[src/hw/rtl/dobf_ram.sv]
// Generic simple dual-port RAM: one write port, one read port, registered read.
// No dependencies.
module dobf_ram #(
  parameter int unsigned WIDTH = 8,
  parameter int unsigned DEPTH = 16,
  localparam int unsigned AW   = $clog2(DEPTH)
) (
  input  logic             clk,
  input  logic             we,
  input  logic [AW-1:0]    waddr,
  input  logic [WIDTH-1:0] wdata,
  input  logic             re,
  input  logic [AW-1:0]    raddr,
  output logic [WIDTH-1:0] rdata
);

  logic [WIDTH-1:0] mem [DEPTH];

  // Write port
  always_ff @(posedge clk) begin
    if (we) begin
      mem[waddr] <= wdata;
    end
  end

  // Read port; data holds while re is low
  always_ff @(posedge clk) begin
    if (re) begin
      rdata <= mem[raddr];
    end
  end

endmodule

[config.mk]
export PLATFORM = sky130hd
export DESIGN_NAME = dobf_ram
export DESIGN_NICKNAME = d
export VERILOG_FILES = /design/src/hw/rtl/dobf_ram.sv
export SDC_FILE = /design/constraint.sdc
export NUM_CORES = 1
export LEC_CHECK = 0
export ABC_AREA = 1
export BUFFER_PORTS_ARGS = -buffer_cell sky130_fd_sc_hd__buf_2
export CAP_MARGIN = 40
export CORE_UTILIZATION = 35
export CTS_CLUSTER_SIZE = 28
export DETAILED_ROUTE_END_ITERATION = 16
export HOLD_SLACK_MARGIN = 0.08
export PLACE_DENSITY = 0.53
export SLEW_MARGIN = 15
export SYNTH_ARGS = -nofsm -noshare
export SYNTH_HDL_FRONTEND = slang
export SYNTH_SLANG_ARGS = --single-unit
[constraint.sdc]
create_clock -name clk -period 1.3 [get_ports clk]
set_input_delay 0.26 -clock clk [delete_from_list [all_inputs] [get_ports clk]]
set_output_delay 0.26 -clock clk [all_outputs]
set_load 0.03 [all_outputs]
==> reports/metrics.csv, run 1 <==
metric,value,unit
synth-compound-area-share,0,%
wl_per_cell,16.25,um
fin_setup_tns,-0.02326,ns
grt-ovfl-total,0,
end_kind,primary output,
cts_root_buffer,clkbuf_16,
fin_skew,0.006653,ns
place_ws,-0.2428,ns
fillerInstances,1583,
place_area,6356,um2
slew_headroom,61.21,%
grt_max_degree,33,
grt_usage,16.75,%
viasPerCell,4.536,
die-area,17230,um2
cts_tree,done,
fp-row-count,46,
tightestPinTransition,0.5810,ns
cp_cell_sequence,buf_6,
seq_area_frac_synth,69.85,%
max_stage_delay,0.46,ns
dp_hpwl,8655,um
core,16120,um2
synth_simple_gate_area_share,20.76,%
critPathMaxFanout,1,
die_w,131.3,um
area_delta_synth_final,17.33,%
cp.depth,1,
clkTransAtPathRegs,0.06,ns
use_met2,25.86,%
grt_antenna_before_repair,0,
status,"complete, but fails checks",
ys_types,11,
clkSinkCount,136,
synth_fa_ha_area_share,0,%
synth_top_family_by_area,simple AND/OR/NAND/NOR gates,
grt_pass1_wl,20840,um
nets,621,
max_freq,0.7557,GHz
finalSetupViolations,1,
synthXorXnorAreaFrac,0,%
ys_warn_count,0,
fin_ws,-0.02326,ns
drv_cap,0,
syn-num-nets,570,
worstSetupStartpointType,register,
hold_depth,1,
min_path_type,primary input to register,
cts_buffer_depth,2,
ys_ff_latch,136,
cp_top_family,flip-flops,
diodes,0,
postCtsSetupBuffers,0,
drive_above_1_share,12.89,%
arrival,1.06,ns
drt_iter0_markers,344,
ir_worst_vdd,0.8954,mV
power.density,1405,nW/um2
worst_path_max_delay_cell,edfxtp_1,
globalRouteMet3Util,4.437,%
hold_viol,0,
ant_nets,0,
htreeDepth,4,
avgSynthCellArea,10.61,um2
violations,negative setup slack,
leakagePower,2.947,nW
route.detailed.drc,0,
syn_inst,551,
multi_input_area,1214,um2
critPathKind,register to primary output,
finish.utilization,42.57,%
gp_congestion,0.8194,
initial_core_util,36.28,%
die_h,131.3,um
path_buf_inv,1,
gr-max-usage-layer,met2,
dr.pass1.iters,5,
muxShareOfSynthArea,0,%
fin_area,6860,um2
grt_pass1_vias,3780,
clk_latency,0.42,ns
regArea,4084,um2
synth_area,5847,um2
postRouteWirelength,13480,um
grtUsageMet1,22.33,%
period_needed,1.323,ns
period_share,101.8,%
io_buffers,26,
cts_buffers,17,
pin_count,27,
cp.required,1.04,ns
dr_total_vias,3760,
rsz0062_at_grt,true,
fin_hold_ws,0.2217,ns
ff2ff_path_depth,6,
slew_violations,0,
logic make-up (layout without fill, tap and decap cells):
kind of cell,Yosys count,in the layout
and+or+nand+nor,289,289
DFF,136,136
buffers and inverters,126,188
layout make-up:
| class | instances | share of cell area [%] |
|---|---|---|
| Clock inverter | 7 | 0.4560 |
| Clock buffer | 23 | 6.529 |
| Tap cell | 216 | 3.939 |
| Sequential cell | 136 | 59.53 |
| Multi-Input combinational cell | 289 | 17.69 |
| Inverter | 102 | 5.581 |
| Timing Repair Buffer | 56 | 6.274 |
power by group:
group	leakage, nW	switching [W]	internal, W
clock network	0.237	0.00161	0.00237
logic	1.47	0.000465	0.000213
registers	1.24	0.0000344	0.00495
total	2.95	0.00211	0.00753
stage by stage:
stage	power, W	cells
finish	0.009639	829
floorplan	0.005443	551
global route	0.009974	829
detailed placement	0.005739	799
global placement	0.005733	799
CTS	0.009741	829
registers in the layout, summed over array words and instances, names as in the netlist:
name / flops
rdata: 8
mem: 128
cell usage after synthesis:
cell type | n | area share (%)
buf_2 | 13 | 1.1
nand2_1 | 173 | 11
inv_1 | 100 | 6.4
nand3_1 | 97 | 8.3
nand3b_1 | 2 | 0.26
inv_2 | 2 | 0.13
nor2_1 | 17 | 1.1
buf_6 | 6 | 1.2
buf_1 | 1 | 0.064
edfxtp_1 | 136 | 70
buf_4 | 4 | 0.51
cell usage in the layout, fill, tap and decap left out, drive strengths merged:
cell type and count:
buf 56, clkbuf 23, clkinv 7, edfxtp 136, inv 102, nand2 173
nand3 97, nand3b 2, nor2 17
final timing paths:
kind	startpoint	endpoint	slack, ns
setup / recovery	rdata[2]$_DFFE_PP_	rdata[2]	-0.02
hold / removal	re	rdata[5]$_DFFE_PP_	0.22
hold reg to reg	mem[10][6]$_DFFE_PP_	rdata[6]$_DFFE_PP_	0.73
setup reg to reg	mem[4][3]$_DFFE_PP_	rdata[3]$_DFFE_PP_	0.09
routing by layer:
metal  up-vias  wire [um]
met5         -          0
met4         0        288
met3        21        707
met2       103       6271
met1      1756       6207
li1       1880          -
timing repair:
action	CTS	global route
hold buffers	0	0
resized for setup	8	0
endpoints found under the setup margin	4	4
(Power assumes the default switching activity.)
==> run 2, diff against run 1 <==
- CTS_BUF_LIST: not set -> sky130_fd_sc_hd__clkbuf_2 sky130_fd_sc_hd__clkbuf_4 sky130_fd_sc_hd__clkbuf_8
==> run 2 against run 1 <==
  * The flow still finishes with violations (negative setup slack)
  * Clock-buffer cell count stayed put
  * Global-route usage fell by 0.25 points
  * Combinational power rose by 0.7%
  * Die area did not move
  * Sequential power hardly changed
  * Clock skew is 0.00076 ns higher
  * Flip-flop and latch count did not move
  * Sequential share of layout area increased by 1.4 points
  * Via count rose by 1.1%
  * Core utilization decreased by 0.97 points
  * First-iteration DRC count down 9.6%
==> reports/metrics.csv, run 2 (same netlist as run 1, synthesis figures left out) <==
metric,value,unit,change
die_w,131.3,um,unchanged
clk_latency,0.43,ns,was 0.42 ns
drive_above_1_share,13.87,%,was 12.89%
ant_nets,0,,unchanged
finalPower,0.008507,W,was 0.009639 W
layout_common_cells,"nand2_1, edfxtp_1, inv_1, nand3_1, buf_4",,unchanged
core,16120,um2,unchanged
rsz0062_at_grt,true,,unchanged
diodes,0,,unchanged
leakagePower,2.884,nW,was 2.947 nW
min_path_type,primary input to register,,unchanged
grt_pass1_vias,3697,,was 3780
period_share,103.6,%,was 101.8%
grt_max_degree,33,,unchanged
drt_iter0_markers,311,,was 344
end_kind,primary output,,unchanged
violations,negative setup slack,,unchanged
slew_headroom,62.10,%,was 61.21%
p_clk_share,33.5,%,was 41.3%
nets,621,,unchanged
dr_total_vias,3802,,was 3760
cts_buffers,17,,unchanged
power.density,1269,nW/um2,was 1405 nW/um2
place_area,6356,um2,unchanged
htreeDepth,4,,unchanged
finish.utilization,41.60,%,was 42.57%
layout_commonest_cell,nand2_1,,unchanged
worst_path_max_delay_cell,edfxtp_1,,unchanged
io_buffers,26,,unchanged
dp_hpwl,8655,um,unchanged
worstSetupStartpointType,register,,unchanged
tightestPinTransition,0.5677,ns,was 0.5810 ns
die_h,131.3,um,unchanged
combPwrFrac,8.0,%,was 7.0%
die-area,17230,um2,unchanged
critPathMaxFanout,1,,unchanged
cp_cell_sequence,buf_6,,unchanged
dr.pass1.iters,5,,unchanged
postRouteWirelength,13430,um,was 13480 um
viasPerCell,4.586,,was 4.536
grt_antenna_before_repair,0,,unchanged
power.switching,0.001964,W,was 0.002109 W
initial_core_util,36.28,%,unchanged
postCtsSetupBuffers,0,,unchanged
status,"complete, but fails checks",,unchanged
max_freq,0.7422,GHz,was 0.7557 GHz
fin_skew,0.007411,ns,was 0.006653 ns
gp_congestion,0.8194,,unchanged
fin_ws,-0.04737,ns,was -0.02326 ns
fin_area,6704,um2,was 6860 um2
swShare,23.08,%,was 21.88%
cp.required,1.04,ns,about the same
max_stage_delay,0.47,ns,was 0.46 ns
period_needed,1.347,ns,was 1.323 ns
hold_viol,0,,unchanged
seq_power_share,58.5,%,was 51.7%
arrival,1.09,ns,was 1.06 ns
ir_worst_vdd,0.5763,mV,was 0.8954 mV
clkSinkCount,136,,unchanged
p_int,0.006543,W,was 0.007530 W
drv_cap,0,,unchanged
pin_count,27,,unchanged
grt_pass1_wl,20600,um,was 20840 um
wl_per_cell,16.19,um,was 16.25 um
finalSetupViolations,4,,was 1
fin_hold_ws,0.2071,ns,was 0.2217 ns
cp_top_family,flip-flops,,unchanged
grt_usage,16.49,%,was 16.75%
area_delta_synth_final,14.66,%,was 17.33%
cts_buffer_depth,2,,unchanged
slew_violations,0,,unchanged
route.detailed.drc,0,,unchanged
cts_tree,done,,unchanged
fp-row-count,46,,unchanged
largest_reg_flops,128,,unchanged
path_buf_inv,1,,unchanged
critPathKind,register to primary output,,unchanged
reg_top3,"mem: 128 flops, rdata: 8 flops",,unchanged
grt-ovfl-total,0,,unchanged
top_register,mem,,unchanged
clkTransAtPathRegs,0.07,ns,was 0.06 ns
cts_root_buffer,clkbuf_8,,was clkbuf_16
-- run 2: cell types whose count changed in the layout (fill, tap and decap cells not counted) --
cell       delta
clkbuf_8     +17
buf_2         -2
clkbuf_16    -17
clkbuf_4      +6
clkbuf_1      -6
buf_6         +2
-- run 2: area by class of cell --
type / count / area [um2]
multi-input cells: 289 / 1214
clock buffers: 23 / 279.0
well taps: 216 / 270.3
fillers: 1591 / 9412
inverters: 102 / 382.9
flip-flops and latches: 136 / 4084
clock inverters: 7 / 31.28
repair buffers: 56 / 442.9
-- run 2: per-layer routing --
| layer | up-vias | GRT usage (%) | part of all wire, % |
|---|---|---|---|
| met5 | - | 0 | 0 |
| met4 | 0 | 6.202 | 1.7 |
| met3 | 17 | 3.935 | 5.3 |
| met2 | 102 | 25.68 | 46 |
| met1 | 1807 | 22.31 | 46 |
| li1 | 1876 | - | - |
-- run 2: power by group through the flow --
stage	sequential, W	clock [W]	combinational (W)
after floorplan	0.00510	0	0.000346
after global placement	0.00506	0	0.000671
after detailed placement	0.00506	0	0.000675
after CTS	0.00497	0.00292	0.000691
after global routing	0.00498	0.00308	0.000756
final	0.00497	0.00285	0.000683
-- run 2: per-stage QoR --
stage	worst slack, ns	std cells	TNS, ns
2_1_floorplan	0.08916	551	0
3_3_place_gp	-0.2268	799	-1.897
3_5_place_dp	-0.2428	799	-2.159
4_1_cts	-0.06274	829	-0.2150
5_1_grt	-0.07126	829	-0.2615
6_report	-0.04737	829	-0.07675
-- run 2: worst paths after layout --
kind,start,endpoint,slack [ns],cells past startpoint
setup / recovery,rdata[2]$_DFFE_PP_,rdata[2],-0.05,1
hold / removal,re,rdata[5]$_DFFE_PP_,0.21,1
setup reg to reg,mem[4][3]$_DFFE_PP_,rdata[3]$_DFFE_PP_,0.12,6
hold reg to reg,mem[12][1]$_DFFE_PP_,rdata[1]$_DFFE_PP_,0.74,6
-- run 2: what timing repair did --
action / 4_1_cts / 5_1_grt
endpoints found under the setup margin: 5 / 6
gates resized for setup: 10 / 3
hold buffers: 0 / 0
==> run 3, diff against run 2 <==
--- a/config.mk
+++ b/config.mk
@@ -19,2 +19,3 @@
 export SYNTH_HDL_FRONTEND = slang
 export SYNTH_SLANG_ARGS = --single-unit
+export TNS_END_PERCENT = 5
==> constraint.sdc (replaced) <==
create_clock -name clk -period 1.3 [get_ports clk]
set_input_delay 0.26 -clock clk [delete_from_list [all_inputs] [get_ports clk]]
set_output_delay 0.26 -clock clk [all_outputs]
set_load 0.01 [all_outputs]
==> run 3 against run 2 <==
  * Critical path depth did not move
  * Clock skew hardly changed
  * Flip-flop and latch count unchanged
  * Combinational power decreased by 7.2%
  * The run still ends with negative setup slack left
  * Sequential share of layout area rose by 0.34 points
  * Via count about the same
  * Clock power about the same
  * Sequential power about the same
  * Register-to-register slack barely moved
  * Core utilization decreased by 0.23 points
==> reports/metrics.csv, run 3 (same netlist as run 1, synthesis figures left out) <==
metric,value,unit,change
grt_antenna_before_repair,0,,unchanged
rsz0062_at_grt,true,,unchanged
tightestPinTransition,0.5677,ns,unchanged
drive_above_1_share,13.87,%,unchanged
period_needed,1.316,ns,was 1.347 ns
cp.required,1.04,ns,about the same
fin_skew,0.007382,ns,was 0.007411 ns
status,"complete, but fails checks",,unchanged
hold_viol,0,,unchanged
min_path_type,primary input to register,,unchanged
slew_headroom,62.10,%,unchanged
fp-row-count,46,,unchanged
fin_ws,-0.01580,ns,was -0.04737 ns
grt_max_degree,33,,unchanged
cts_buffer_depth,2,,unchanged
ir_worst_vdd,0.5768,mV,was 0.5763 mV
postCtsSetupBuffers,0,,unchanged
layout_commonest_cell,nand2_1,,unchanged
finalSetupViolations,1,,was 4
fin_area,6666,um2,was 6704 um2
htreeDepth,4,,unchanged
drt_iter0_markers,309,,was 311
critPathKind,register to primary output,,unchanged
route.detailed.drc,0,,unchanged
pin_count,27,,unchanged
die-area,17230,um2,unchanged
io_buffers,26,,unchanged
grt-ovfl-total,0,,unchanged
max_freq,0.7600,GHz,was 0.7422 GHz
worst_path_max_delay_cell,edfxtp_1,,unchanged
multi_input_area,1214,um2,unchanged
reg_top3,"mem: 128 flops, rdata: 8 flops",,unchanged
area_delta_synth_final,14.02,%,was 14.66%
gp_congestion,0.8194,,unchanged
viasPerCell,4.589,,was 4.586
die_h,131.3,um,unchanged
clk_latency,0.43,ns,about the same
core,16120,um2,unchanged
dr_total_vias,3804,,was 3802
nets,621,,unchanged
grt_pass1_wl,20570,um,was 20600 um
period_share,101.2,%,was 103.6%
top_register,mem,,unchanged
slew_violations,0,,unchanged
path_buf_inv,1,,unchanged
drv_cap,0,,unchanged
postRouteWirelength,13420,um,was 13430 um
violations,negative setup slack,,unchanged
layout_common_cells,"nand2_1, edfxtp_1, inv_1, nand3_1",,"was nand2_1, edfxtp_1, inv_1, nand3_1, buf_4"
dr.pass1.iters,4,,was 5
place_area,6356,um2,unchanged
cts_root_buffer,clkbuf_8,,unchanged
grt_usage,16.47,%,was 16.49%
cp_cell_sequence,buf_2,,was buf_6
end_kind,primary output,,unchanged
dp_hpwl,8655,um,unchanged
fin_hold_ws,0.1989,ns,was 0.2071 ns
ant_nets,0,,unchanged
grt_pass1_vias,3694,,was 3697
clkSinkCount,136,,unchanged
postCtsResizedCells,0,,was 10
finish.utilization,41.37,%,was 41.60%
cp_top_family,flip-flops,,unchanged
max_stage_delay,0.45,ns,was 0.47 ns
worstSetupStartpointType,register,,unchanged
leakagePower,2.872,nW,was 2.884 nW
diodes,0,,unchanged
initial_core_util,36.28,%,unchanged
clkTransAtPathRegs,0.07,ns,about the same
cts_buffers,17,,unchanged
largest_reg_flops,128,,unchanged
wl_per_cell,16.19,um,about the same
place_ws,-0.2428,ns,unchanged
critPathMaxFanout,1,,unchanged
power.density,1268,nW/um2,was 1269 nW/um2
fillerInstances,1599,,was 1591
arrival,1.06,ns,was 1.09 ns
die_w,131.3,um,unchanged
regArea,4084,um2,unchanged
cts_tree,done,,unchanged
==> run 3: cell counts in the layout (fill, tap and decap cells not counted) <==
No cell type changed its count.
==> run 3: final cells by class <==
| cell class | count | share of cell area [%] |
|---|---|---|
| sequential | 136 | 61.26 |
| multi-input combinational | 289 | 18.21 |
| timing repair buffer | 56 | 6.081 |
| inverter | 102 | 5.743 |
| clock buffer | 23 | 4.185 |
| tap | 216 | 4.054 |
| clock inverter | 7 | 0.4692 |
==> run 3: worst reg2reg max path: cells and delay by family, from the launching register on <==
family                 cells  cell delay, ns
buffers and inverters      1            0.06
flip-flops                 1            0.37
AND/OR/NAND/NOR            5            0.51
==> run 3: worst paths after layout <==
| kind | startpoint | endpoint | slack (ns) | cells past startpoint |
|---|---|---|---|---|
| setup / recovery | rdata[2]$_DFFE_PP_ | rdata[2] | -0.02 | 1 |
| hold / removal | re | rdata[5]$_DFFE_PP_ | 0.20 | 1 |
| setup reg to reg | mem[4][3]$_DFFE_PP_ | rdata[3]$_DFFE_PP_ | 0.12 | 6 |
| hold reg to reg | mem[12][1]$_DFFE_PP_ | rdata[1]$_DFFE_PP_ | 0.74 | 6 |
==> run 3: repair_timing <==
| item | CTS | global route |
|---|---|---|
| setup endpoints to repair | 4 | 4 |
| endpoints found under the hold margin | 0 | 0 |
| hold buffers | 0 | 0 |
==> run 3: metal layers <==
metal | wire length, um | up-vias | track usage, %
li1 | - | 1876 | -
met1 | 6238 | 1806 | 22.28
met2 | 6240 | 105 | 25.62
met3 | 704 | 17 | 3.935
met4 | 235 | 0 | 6.202
met5 | 0 | - | 0
==> run 3: stage by stage <==
step | std cells | setup TNS [ns] | power [W]
floorplan | 551 | 0 | 0.005411
global placement | 799 | -1.897 | 0.005701
detailed placement | 799 | -2.159 | 0.005707
CTS | 829 | -0.1157 | 0.008531
global route | 829 | -0.1492 | 0.008758
finish | 829 | -0.01580 | 0.008454
==> run 3: report_power, final <==
group	internal [W]	switching, W
logic	0.000200	0.000433
clock network	0.00139	0.00147
registers	0.00494	0.0000314
total	0.00652	0.00193
